File: src/sv/ypvm_pkg.sv
package ypvm_pkg;
  localparam int unsigned TabLen = 24;
  localparam logic signed [31:0] GainQ30 = 32'sd652032874;
  localparam logic signed [15:0] OneQ14 = 16'sd16384;
  localparam logic [14:0] LimitReset = 15'd16199;
  localparam logic [14:0] LimitMax = 15'd16384;

  typedef enum logic {OP_ADD = 1'b0, OP_SET = 1'b1} op_e;

  // Angles settled by the front end, with the position, handed to the back end.
  typedef struct packed {
    logic signed [15:0] yaw;
    logic signed [15:0] pitch;
    logic signed [31:0] px;
    logic signed [31:0] py;
    logic signed [31:0] pz;
  } job_t;

  typedef struct packed {
    logic signed [15:0] rx;
    logic signed [15:0] rz;
    logic signed [15:0] ux;
    logic signed [15:0] uy;
    logic signed [15:0] uz;
    logic signed [15:0] bx;
    logic signed [15:0] by;
    logic signed [15:0] bz;
    logic signed [31:0] tr;
    logic signed [31:0] tu;
    logic signed [31:0] tb;
  } res_t;

  function automatic logic signed [31:0] atan_q32(input logic [4:0] i);
    logic signed [31:0] r;
    case (i)
      5'd0: r = 32'sd536870912;  5'd1: r = 32'sd316933406;
      5'd2: r = 32'sd167458907;  5'd3: r = 32'sd85004756;
      5'd4: r = 32'sd42667331;   5'd5: r = 32'sd21354465;
      5'd6: r = 32'sd10679838;   5'd7: r = 32'sd5340245;
      5'd8: r = 32'sd2670163;    5'd9: r = 32'sd1335086;
      5'd10: r = 32'sd667544;    5'd11: r = 32'sd333772;
      5'd12: r = 32'sd166886;    5'd13: r = 32'sd83443;
      5'd14: r = 32'sd41721;     5'd15: r = 32'sd20860;
      5'd16: r = 32'sd10430;     5'd17: r = 32'sd5215;
      5'd18: r = 32'sd2607;      5'd19: r = 32'sd1303;
      5'd20: r = 32'sd651;       5'd21: r = 32'sd325;
      5'd22: r = 32'sd162;       5'd23: r = 32'sd81;
      default: r = 32'sd0;
    endcase
    return r;
  endfunction

  function automatic logic signed [15:0] clamp14(input logic signed [35:0] v);
    logic signed [15:0] r;
    if (v > 36'sd16384) r = OneQ14;
    else if (v < -36'sd16384) r = -OneQ14;
    else r = v[15:0];
    return r;
  endfunction
endpackage

File: src/sv/ypvm_front.sv
module ypvm_front (
  input  logic                     clk_i,
  input  logic                     rst_ni,
  input  logic                     push,
  output logic                     full,
  input  logic                     op_i,
  input  logic signed [15:0]       yaw_i,
  input  logic signed [15:0]       pitch_i,
  input  logic signed [31:0]       px_i,
  input  logic signed [31:0]       py_i,
  input  logic signed [31:0]       pz_i,
  input  logic [14:0]              limit_i,
  output logic                     job_valid_o,
  input  logic                     job_ready_i,
  output ypvm_pkg::job_t           job_o
);
  logic signed [15:0] yaw_q, yaw_d, pitch_q, pitch_d;
  logic signed [16:0] psum, lim;
  ypvm_pkg::job_t job_q;
  logic valid_q;
  logic take;

  assign full = valid_q && !job_ready_i;
  assign take = push && !full;
  assign lim = (limit_i > ypvm_pkg::LimitMax) ? 17'sd16384 : $signed({2'b00, limit_i});

  always_comb begin
    if (ypvm_pkg::op_e'(op_i) == ypvm_pkg::OP_SET) begin
      yaw_d = yaw_i;
      psum = 17'(pitch_i);
    end else begin
      yaw_d = yaw_q + yaw_i;
      psum = 17'(pitch_q) + 17'(pitch_i);
    end
    if (psum > lim) pitch_d = lim[15:0];
    else if (psum < -lim) pitch_d = 16'(-lim);
    else pitch_d = psum[15:0];
  end

  always_ff @(posedge clk_i or negedge rst_ni) begin
    if (!rst_ni) begin
      yaw_q <= '0;
      pitch_q <= '0;
      valid_q <= 1'b0;
    end else begin
      if (take) begin
        yaw_q <= yaw_d;
        pitch_q <= pitch_d;
        valid_q <= 1'b1;
      end else if (job_ready_i) begin
        valid_q <= 1'b0;
      end
    end
  end

  always_ff @(posedge clk_i) begin
    if (take) job_q <= '{yaw: yaw_d, pitch: pitch_d, px: px_i, py: py_i, pz: pz_i};
  end

  assign job_valid_o = valid_q;
  assign job_o = job_q;
endmodule

File: src/sv/ypvm_back.sv
module ypvm_back #(
  parameter int unsigned CordicSteps = 16
) (
  input  logic                 clk_i,
  input  logic                 rst_ni,
  input  logic                 job_valid_i,
  output logic                 job_ready_o,
  input  ypvm_pkg::job_t       job_i,
  output logic                 res_valid_o,
  input  logic                 res_ready_i,
  output ypvm_pkg::res_t       res_o
);
  typedef enum logic [2:0] {S_IDLE, S_CORDIC, S_MUL, S_DOT, S_DONE} state_e;
  localparam int unsigned IW = $clog2(CordicSteps + 1);

  state_e state_q;
  logic [IW-1:0] it_q;
  logic [3:0] m_q;
  logic signed [33:0] xa_q, ya_q, xb_q, yb_q;
  logic signed [32:0] za_q, zb_q;
  logic nega_q, negb_q;
  logic signed [15:0] sy, cy, sp, cp;
  logic signed [15:0] ux_q, uz_q, bx_q, bz_q;
  logic signed [31:0] px_q, py_q, pz_q;
  logic signed [49:0] acc_q;
  logic signed [15:0] ma;
  logic signed [31:0] mb;
  logic signed [47:0] prod;
  logic signed [31:0] tr_q, tu_q, tb_q;
  logic signed [33:0] dxa, dya, dxb, dyb;
  logic signed [32:0] at;
  logic [4:0] it5;
  logic signed [49:0] tsum;

  function automatic logic signed [15:0] fin(input logic signed [33:0] v, input logic n);
    logic signed [15:0] r;
    r = ypvm_pkg::clamp14(36'((v + 34'sd32768) >>> 16));
    return n ? -r : r;
  endfunction

  function automatic logic signed [31:0] sat32(input logic signed [49:0] d);
    logic signed [49:0] v;
    v = (-d + 50'sd8192) >>> 14;
    if (v > 50'sd2147483647) return 32'h7fffffff;
    if (v < -50'sd2147483648) return 32'h80000000;
    return v[31:0];
  endfunction

  assign it5 = 5'(it_q);
  assign at = 33'(ypvm_pkg::atan_q32(it5));
  assign dxa = ya_q >>> it_q;
  assign dya = xa_q >>> it_q;
  assign dxb = yb_q >>> it_q;
  assign dyb = xb_q >>> it_q;

  assign sy = fin(ya_q, nega_q);
  assign cy = fin(xa_q, nega_q);
  assign sp = fin(yb_q, negb_q);
  assign cp = fin(xb_q, negb_q);

  // One shared multiplier; m_q picks operands.
  always_comb begin
    ma = '0;
    mb = '0;
    case (m_q)
      4'd0: begin ma = sy; mb = 32'(sp); end
      4'd1: begin ma = cy; mb = 32'(sp); end
      4'd2: begin ma = sy; mb = 32'(cp); end
      4'd3: begin ma = cy; mb = 32'(cp); end
      4'd4: begin ma = cy; mb = px_q; end
      4'd5: begin ma = sy; mb = pz_q; end
      4'd6: begin ma = ux_q; mb = px_q; end
      4'd7: begin ma = cp; mb = py_q; end
      4'd8: begin ma = uz_q; mb = pz_q; end
      4'd9: begin ma = bx_q; mb = px_q; end
      4'd10: begin ma = -sp; mb = py_q; end
      4'd11: begin ma = bz_q; mb = pz_q; end
      default: begin ma = '0; mb = '0; end
    endcase
  end
  assign prod = 48'(ma) * 48'(mb);
  assign tsum = acc_q + 50'(prod);

  function automatic logic signed [15:0] r14(input logic signed [47:0] p);
    return ypvm_pkg::clamp14(36'((p + 48'sd8192) >>> 14));
  endfunction

  always_ff @(posedge clk_i or negedge rst_ni) begin
    if (!rst_ni) begin
      state_q <= S_IDLE;
      it_q <= '0;
      m_q <= '0;
    end else begin
      case (state_q)
        S_IDLE: if (job_valid_i) begin
          state_q <= S_CORDIC;
          it_q <= '0;
        end
        S_CORDIC: begin
          if (32'(it_q) == CordicSteps - 1 || 32'(it_q) == ypvm_pkg::TabLen - 1) begin
            state_q <= S_MUL;
            m_q <= '0;
          end
          it_q <= it_q + 1'b1;
        end
        S_MUL: begin
          m_q <= m_q + 4'd1;
          if (m_q == 4'd3) state_q <= S_DOT;
        end
        S_DOT: begin
          m_q <= m_q + 4'd1;
          if (m_q == 4'd11) state_q <= S_DONE;
        end
        S_DONE: if (!res_valid_o || res_ready_i) state_q <= S_IDLE;
        default: state_q <= S_IDLE;
      endcase
    end
  end

  logic rv_q;
  always_ff @(posedge clk_i or negedge rst_ni) begin
    if (!rst_ni) rv_q <= 1'b0;
    else if (state_q == S_DONE && (!rv_q || res_ready_i)) rv_q <= 1'b1;
    else if (res_ready_i) rv_q <= 1'b0;
  end
  assign res_valid_o = rv_q;
  assign job_ready_o = (state_q == S_IDLE);

  always_ff @(posedge clk_i) begin
    case (state_q)
      S_IDLE: if (job_valid_i) begin
        // Fold angles into +-90 degrees; negate outputs when folded.
        nega_q <= (job_i.yaw > 16'sd16384) || (job_i.yaw < -16'sd16384);
        negb_q <= (job_i.pitch > 16'sd16384) || (job_i.pitch < -16'sd16384);
        if (job_i.yaw > 16'sd16384) za_q <= {17'(job_i.yaw) - 17'sd32768, 16'd0};
        else if (job_i.yaw < -16'sd16384) za_q <= {17'(job_i.yaw) + 17'sd32768, 16'd0};
        else za_q <= {17'(job_i.yaw), 16'd0};
        if (job_i.pitch > 16'sd16384) zb_q <= {17'(job_i.pitch) - 17'sd32768, 16'd0};
        else if (job_i.pitch < -16'sd16384) zb_q <= {17'(job_i.pitch) + 17'sd32768, 16'd0};
        else zb_q <= {17'(job_i.pitch), 16'd0};
        xa_q <= 34'(ypvm_pkg::GainQ30);
        xb_q <= 34'(ypvm_pkg::GainQ30);
        ya_q <= '0;
        yb_q <= '0;
        px_q <= job_i.px;
        py_q <= job_i.py;
        pz_q <= job_i.pz;
      end
      S_CORDIC: begin
        if (!za_q[32]) begin
          xa_q <= xa_q - dxa; ya_q <= ya_q + dya; za_q <= za_q - at;
        end else begin
          xa_q <= xa_q + dxa; ya_q <= ya_q - dya; za_q <= za_q + at;
        end
        if (!zb_q[32]) begin
          xb_q <= xb_q - dxb; yb_q <= yb_q + dyb; zb_q <= zb_q - at;
        end else begin
          xb_q <= xb_q + dxb; yb_q <= yb_q - dyb; zb_q <= zb_q + at;
        end
        acc_q <= '0;
      end
      S_MUL: begin
        case (m_q)
          4'd0: ux_q <= -r14(prod);
          4'd1: uz_q <= r14(prod);
          4'd2: bx_q <= -r14(prod);
          default: bz_q <= r14(prod);
        endcase
      end
      S_DOT: begin
        if (m_q == 4'd5 || m_q == 4'd8 || m_q == 4'd11) begin
          acc_q <= '0;
          case (m_q)
            4'd5: tr_q <= sat32(tsum);
            4'd8: tu_q <= sat32(tsum);
            default: tb_q <= sat32(tsum);
          endcase
        end else begin
          acc_q <= tsum;
        end
      end
      default: ;
    endcase
  end

  ypvm_pkg::res_t out_q;
  always_ff @(posedge clk_i) begin
    if (state_q == S_DONE && (!rv_q || res_ready_i)) begin
      out_q <= '{rx: cy, rz: sy, ux: ux_q, uy: cp, uz: uz_q, bx: bx_q, by: -sp,
                 bz: bz_q, tr: tr_q, tu: tu_q, tb: tb_q};
    end
  end
  assign res_o = out_q;
endmodule

File: src/sv/yaw_pitch_view_matrix.sv
// Yaw/pitch camera view matrix.
// Input channel: push/full. An item is a transfer when push is high and full
// low; operation 0 adds the angles to the stored yaw and pitch, 1 sets them,
// pitch is clamped to +-pitch_limit, yaw wraps modulo a full turn.
// Result channel: empty/pop. While empty is low the oldest result sits on the
// outputs; it leaves on a cycle with pop high.
// pitch_limit is written with pitch_limit_we_i; write only when idle.
// Path from transfer to result: the front register, the iterative CORDIC
// (one step per cycle, yaw and pitch in parallel), 4 products and 8 dot
// terms on one shared multiplier, and the output register.
// One item is worked on at a time; a second may wait in the front register.
// The back end holds a finished result until pop; while the receiver stalls,
// the front stage keeps one item and then raises full.
// Reset clears yaw and pitch to zero, sets pitch_limit to 16199 and empties
// both stages.
module yaw_pitch_view_matrix #(
  parameter int unsigned CORDIC_STEPS = 16
) (
  input  logic               clk_i,
  input  logic               rst_ni,
  input  logic               push,
  output logic               full,
  input  logic               operation_i,
  input  logic signed [15:0] yaw_angle_i,
  input  logic signed [15:0] pitch_angle_i,
  input  logic signed [31:0] pos_x_i,
  input  logic signed [31:0] pos_y_i,
  input  logic signed [31:0] pos_z_i,
  input  logic               pitch_limit_we_i,
  input  logic [14:0]        pitch_limit_i,
  output logic               empty,
  input  logic               pop,
  output logic signed [15:0] right_x_o,
  output logic signed [15:0] right_z_o,
  output logic signed [15:0] up_x_o,
  output logic signed [15:0] up_y_o,
  output logic signed [15:0] up_z_o,
  output logic signed [15:0] back_x_o,
  output logic signed [15:0] back_y_o,
  output logic signed [15:0] back_z_o,
  output logic signed [31:0] trans_right_o,
  output logic signed [31:0] trans_up_o,
  output logic signed [31:0] trans_back_o
);
  logic [14:0] limit_q;
  logic job_valid, job_ready, res_valid;
  ypvm_pkg::job_t job;
  ypvm_pkg::res_t res;

  always_ff @(posedge clk_i or negedge rst_ni) begin
    if (!rst_ni) limit_q <= ypvm_pkg::LimitReset;
    else if (pitch_limit_we_i) limit_q <= pitch_limit_i;
  end

  ypvm_front u_front (
    .clk_i, .rst_ni, .push, .full,
    .op_i(operation_i), .yaw_i(yaw_angle_i), .pitch_i(pitch_angle_i),
    .px_i(pos_x_i), .py_i(pos_y_i), .pz_i(pos_z_i), .limit_i(limit_q),
    .job_valid_o(job_valid), .job_ready_i(job_ready), .job_o(job)
  );

  ypvm_back #(.CordicSteps(CORDIC_STEPS)) u_back (
    .clk_i, .rst_ni, .job_valid_i(job_valid), .job_ready_o(job_ready),
    .job_i(job), .res_valid_o(res_valid), .res_ready_i(pop), .res_o(res)
  );

  assign empty = !res_valid;
  assign right_x_o = res.rx;
  assign right_z_o = res.rz;
  assign up_x_o = res.ux;
  assign up_y_o = res.uy;
  assign up_z_o = res.uz;
  assign back_x_o = res.bx;
  assign back_y_o = res.by;
  assign back_z_o = res.bz;
  assign trans_right_o = res.tr;
  assign trans_up_o = res.tu;
  assign trans_back_o = res.tb;
endmodule

File: config.mk
export PLATFORM = sky130hd
export DESIGN_NAME = yaw_pitch_view_matrix
export DESIGN_NICKNAME = d
export VERILOG_FILES = /design/src/sv/ypvm_pkg.sv /design/src/sv/ypvm_front.sv /design/src/sv/ypvm_back.sv /design/src/sv/yaw_pitch_view_matrix.sv
export SDC_FILE = /design/constraint.sdc
export NUM_CORES = 2
export LEC_CHECK = 0
export ABC_AREA = 1
export BUFFER_PORTS_ARGS = -buffer_cell sky130_fd_sc_hd__buf_2
export CAP_MARGIN = 10
export CORE_UTILIZATION = 58
export DETAILED_ROUTE_END_ITERATION = 7
export PLACE_DENSITY_LB_ADDON = 0.25
export SKIP_CTS_REPAIR_TIMING = 1
export SLEW_MARGIN = 10
export SYNTH_ARGS = -nofsm -noshare
export SYNTH_HDL_FRONTEND = slang
export SYNTH_HIERARCHICAL = 1
export SYNTH_SLANG_ARGS = --single-unit
File: constraint.sdc
create_clock -name clk_i -period 10.98 [get_ports clk_i]
set_clock_uncertainty 0.05 [all_clocks]
set_input_delay 1.098 -clock clk_i [delete_from_list [all_inputs] [get_ports clk_i]]
set_output_delay 1.098 -clock clk_i [all_outputs]
set_load 0.02 [all_outputs]
==> run metrics <==
DR pass1 iterations 8; TritonCTS buffer count 97; R2R setup slack -1340 ps; sum of buffers and inverters on the critical path 16; most frequent cells in the layout nand2_1, inv_1, buf_4; register bit total from synthesis 923; vias in the first global route 81,520; Data required, critical path 11,470 ps; outcome complete, but fails checks; fin crit share 1.122; fillers 10,980; Via Count 85,760; WL/cell 22.05 microns; CTS clk-pin slew, worst paths 70 ps; Final Instance Area 107,300 sq um; max-slew violations 0; critical path peak fanout 7; Top delay family on crit path adder cells; slowest CP cell fa_1; net count after synthesis 12,060; maxcap violations 0; Die Wd 386.1 microns; Placed Area 99,490 sq um; area grow syn2layout 25.35%; post-DR vias/cell 5.861; largest net degree at the start of global routing 171; max incr delay on CP 540 ps; initial antenna violation count 15; CP Launch Type flip-flop; commonest non-fill, non-tap cell in the layout nand2_1; Die ar. 149,100 sq um; CP endpoint kind flip-flop; Total GRT Usage 0.4130; H-tree levels 3; RSZ-0062 raised after global routing yes; CTS sink cnt 923; Initial Util 0.5859; post-synthesis instance area 85,590 sq um; syn avg cell area 7.801 sq um; Final ANT Viol Nets 0; RD Place Congestion 1.059; Mapped Cells 10,970; Final Hold Slack 325.6 ps; Rows 140; post-layout util 0.7344; register area share after synthesis 0.3204; DRT iter0 DRCs 10,480; Critical Path AT 12,810 ps; Post-synth EDFFs 862; Root Driver clkbuf_16; worst-margin pin slew 1178 ps; HP Start u_front/job_o[38]$_DFFE_PP_; Main synth FF type edfxtp_1; worst skew pair latency 810 ps; Min-Delay Path Class flip-flop to flip-flop; Post-route DRC 0; post-route setup TNS -148,920 ps; # setup viols final 161; Synth top area share 0.3024; core box area 146,100 sq um; Routed WL 322,600 microns; Overflow after GRT 0; share of cells above drive strength 1 0.2395; Yosys warnings 6; Async S/R FF share, synth 0.06609; setup ws final -1344 ps; violated checks negative setup slack; Max Freq 81.14 MHz; Chip Height 386.1 microns; Synth area leaders edfxtp_1, nand2_1, fa_1, inv_1, ha_1; hpwl dp 247,800 microns; Worst slew margin 0.2138; fin crit period 12,320 ps; io pins 375; Port Buffers 374; Synth area leader edfxtp_1; CTS tree built; hold path cells 0; Crit Reg-Reg Startpoint u_back/xa_q[16]$_SDFFCE_PN1P_; FF-to-FF End u_back/tb_q[4]$_DFFE_PP_; Setup CP Type flip-flop to flip-flop; # nets final 13,710; R2R depth 68; count of cell types in the netlist 78; Final Hold Viols 0; first-pass GRT wire length 468,600 microns; WHS Endpoint u_back/py_q[6]$_DFFE_PP_; CTS max path bufs 3
==> worst reg2reg max path: cells and delay by family (launching register included) <==
kind                     cells  cell delay (ps)
buffers and inverters       16             1760
AO/OA/AOI/OAI                6             1310
XOR/XNOR                     4              810
AND/OR/NAND/NOR             32             3930
flip-flops                   1              360
adder cells (fa/ha/maj)     10             3890
==> per-stage QoR <==
stage | setup slack, ps | std cells
finish | -1344 | 14630
global route | -1845 | 14630
CTS | -2411 | 14540
detailed placement | -2279 | 14360
global placement | -2082 | 14360
floorplan | 2.832 | 10970
==> cells in the mapped netlist (23+ instances only) <==
cell      count
ha_1        445
fa_1        496
nor2_1      913
nand2_1    2865
inv_2        28
o21a_1       87
nand3_2      33
nor3_1       93
xnor2_1     104
buf_1        23
a21oi_1     691
nand3_1     424
xor2_1      252
nand4_1     139
nand2_2      54
nor2_2       42
a31oi_1      52
buf_6        27
nor4_1       28
o211ai_1     58
clkbuf_1    142
or2_2        50
o21bai_1     30
o21ai_0     713
inv_1      1696
edfxtp_1    862
buf_2        85
o21ai_1      34
buf_4        54
mux2i_1      74
a22o_1       29
dfrtp_1      51
==> state kept, by name, indices dropped and copies added, names as in the netlist, 32 cells and up <==
name / cells
u_back/yb_q: 34
u_front/job_o: 128
u_back/ya_q: 34
u_back/tb_q: 32
u_back/tu_q: 32
u_back/xb_q: 34
u_back/pz_q: 32
u_back/px_q: 32
u_back/xa_q: 34
u_back/za_q: 33
u_back/py_q: 32
u_back/zb_q: 33
u_back/acc_q: 50
u_back/res_o: 224
u_back/tr_q: 32
==> layout make-up <==
type                            count  area [sq um]  area share
Sequential cell                   923         27430      0.2557
Clock buffer                      111          2490     0.02321
Timing Repair Buffer             1885         14000      0.1305
Multi-Input combinational cell   7978         53470      0.4984
Tap cell                         1917          2399     0.02236
Antenna cell                       10         25.02   0.0002333
Clock inverter                     71         903.4    0.008420
Inverter                         1738          6556     0.06111
==> cells by family (layout without fill, tap and decap cells) <==
| kind of cell | Yosys count | count (layout) | share of synthesized area |
|---|---|---|---|
| simple gates | 4732 | 4732 | 0.2324 |
| buf+inv | 2071 | 3805 | 0.09724 |
| compound gates | 1872 | 1872 | 0.1232 |
| fa+ha+maj | 941 | 941 | 0.1811 |
| flops | 923 | 923 | 0.3204 |
| xor+xnor | 359 | 359 | 0.03700 |
| mux | 74 | 74 | 0.008654 |
| other cells | 0 | 10 | 0 |
==> per-layer routing <==
layer	track usage	routed length, microns	vias up	share of wire
met3	0.1169	41950	804	0.13
met2	0.6244	138600	5057	0.43
li1	-	-	39090	-
met4	0.1613	15280	10	0.047
met5	0.005523	163	-	0.00051
met1	0.5598	126600	40800	0.39
==> worst max-delay path by stage <==
stage                                        startpoint                   endpoint  slack [ps]  cells after the start
final                     u_back/xa_q[16]$_SDFFCE_PN1P_   u_back/tb_q[4]$_DFFE_PP_       -1340                     68
after floorplan           u_back/yb_q[16]$_SDFFCE_PN0P_  u_back/tb_q[10]$_DFFE_PP_           3                     65
after CTS                 u_back/xa_q[17]$_SDFFCE_PN0P_  u_back/tu_q[23]$_DFFE_PP_       -2410                     67
after global placement    u_back/xa_q[15]$_SDFFCE_PN0P_   u_back/tb_q[1]$_DFFE_PP_       -2080                     67
after global routing      u_back/xa_q[17]$_SDFFCE_PN0P_   u_back/tb_q[4]$_DFFE_PP_       -1840                     67
after detailed placement  u_back/xa_q[16]$_SDFFCE_PN1P_  u_back/tb_q[26]$_DFFE_PP_       -2280                     67
Power is not shown: default switching activity piles up to over one toggle a cycle in this logic, so the estimate is an artifact.
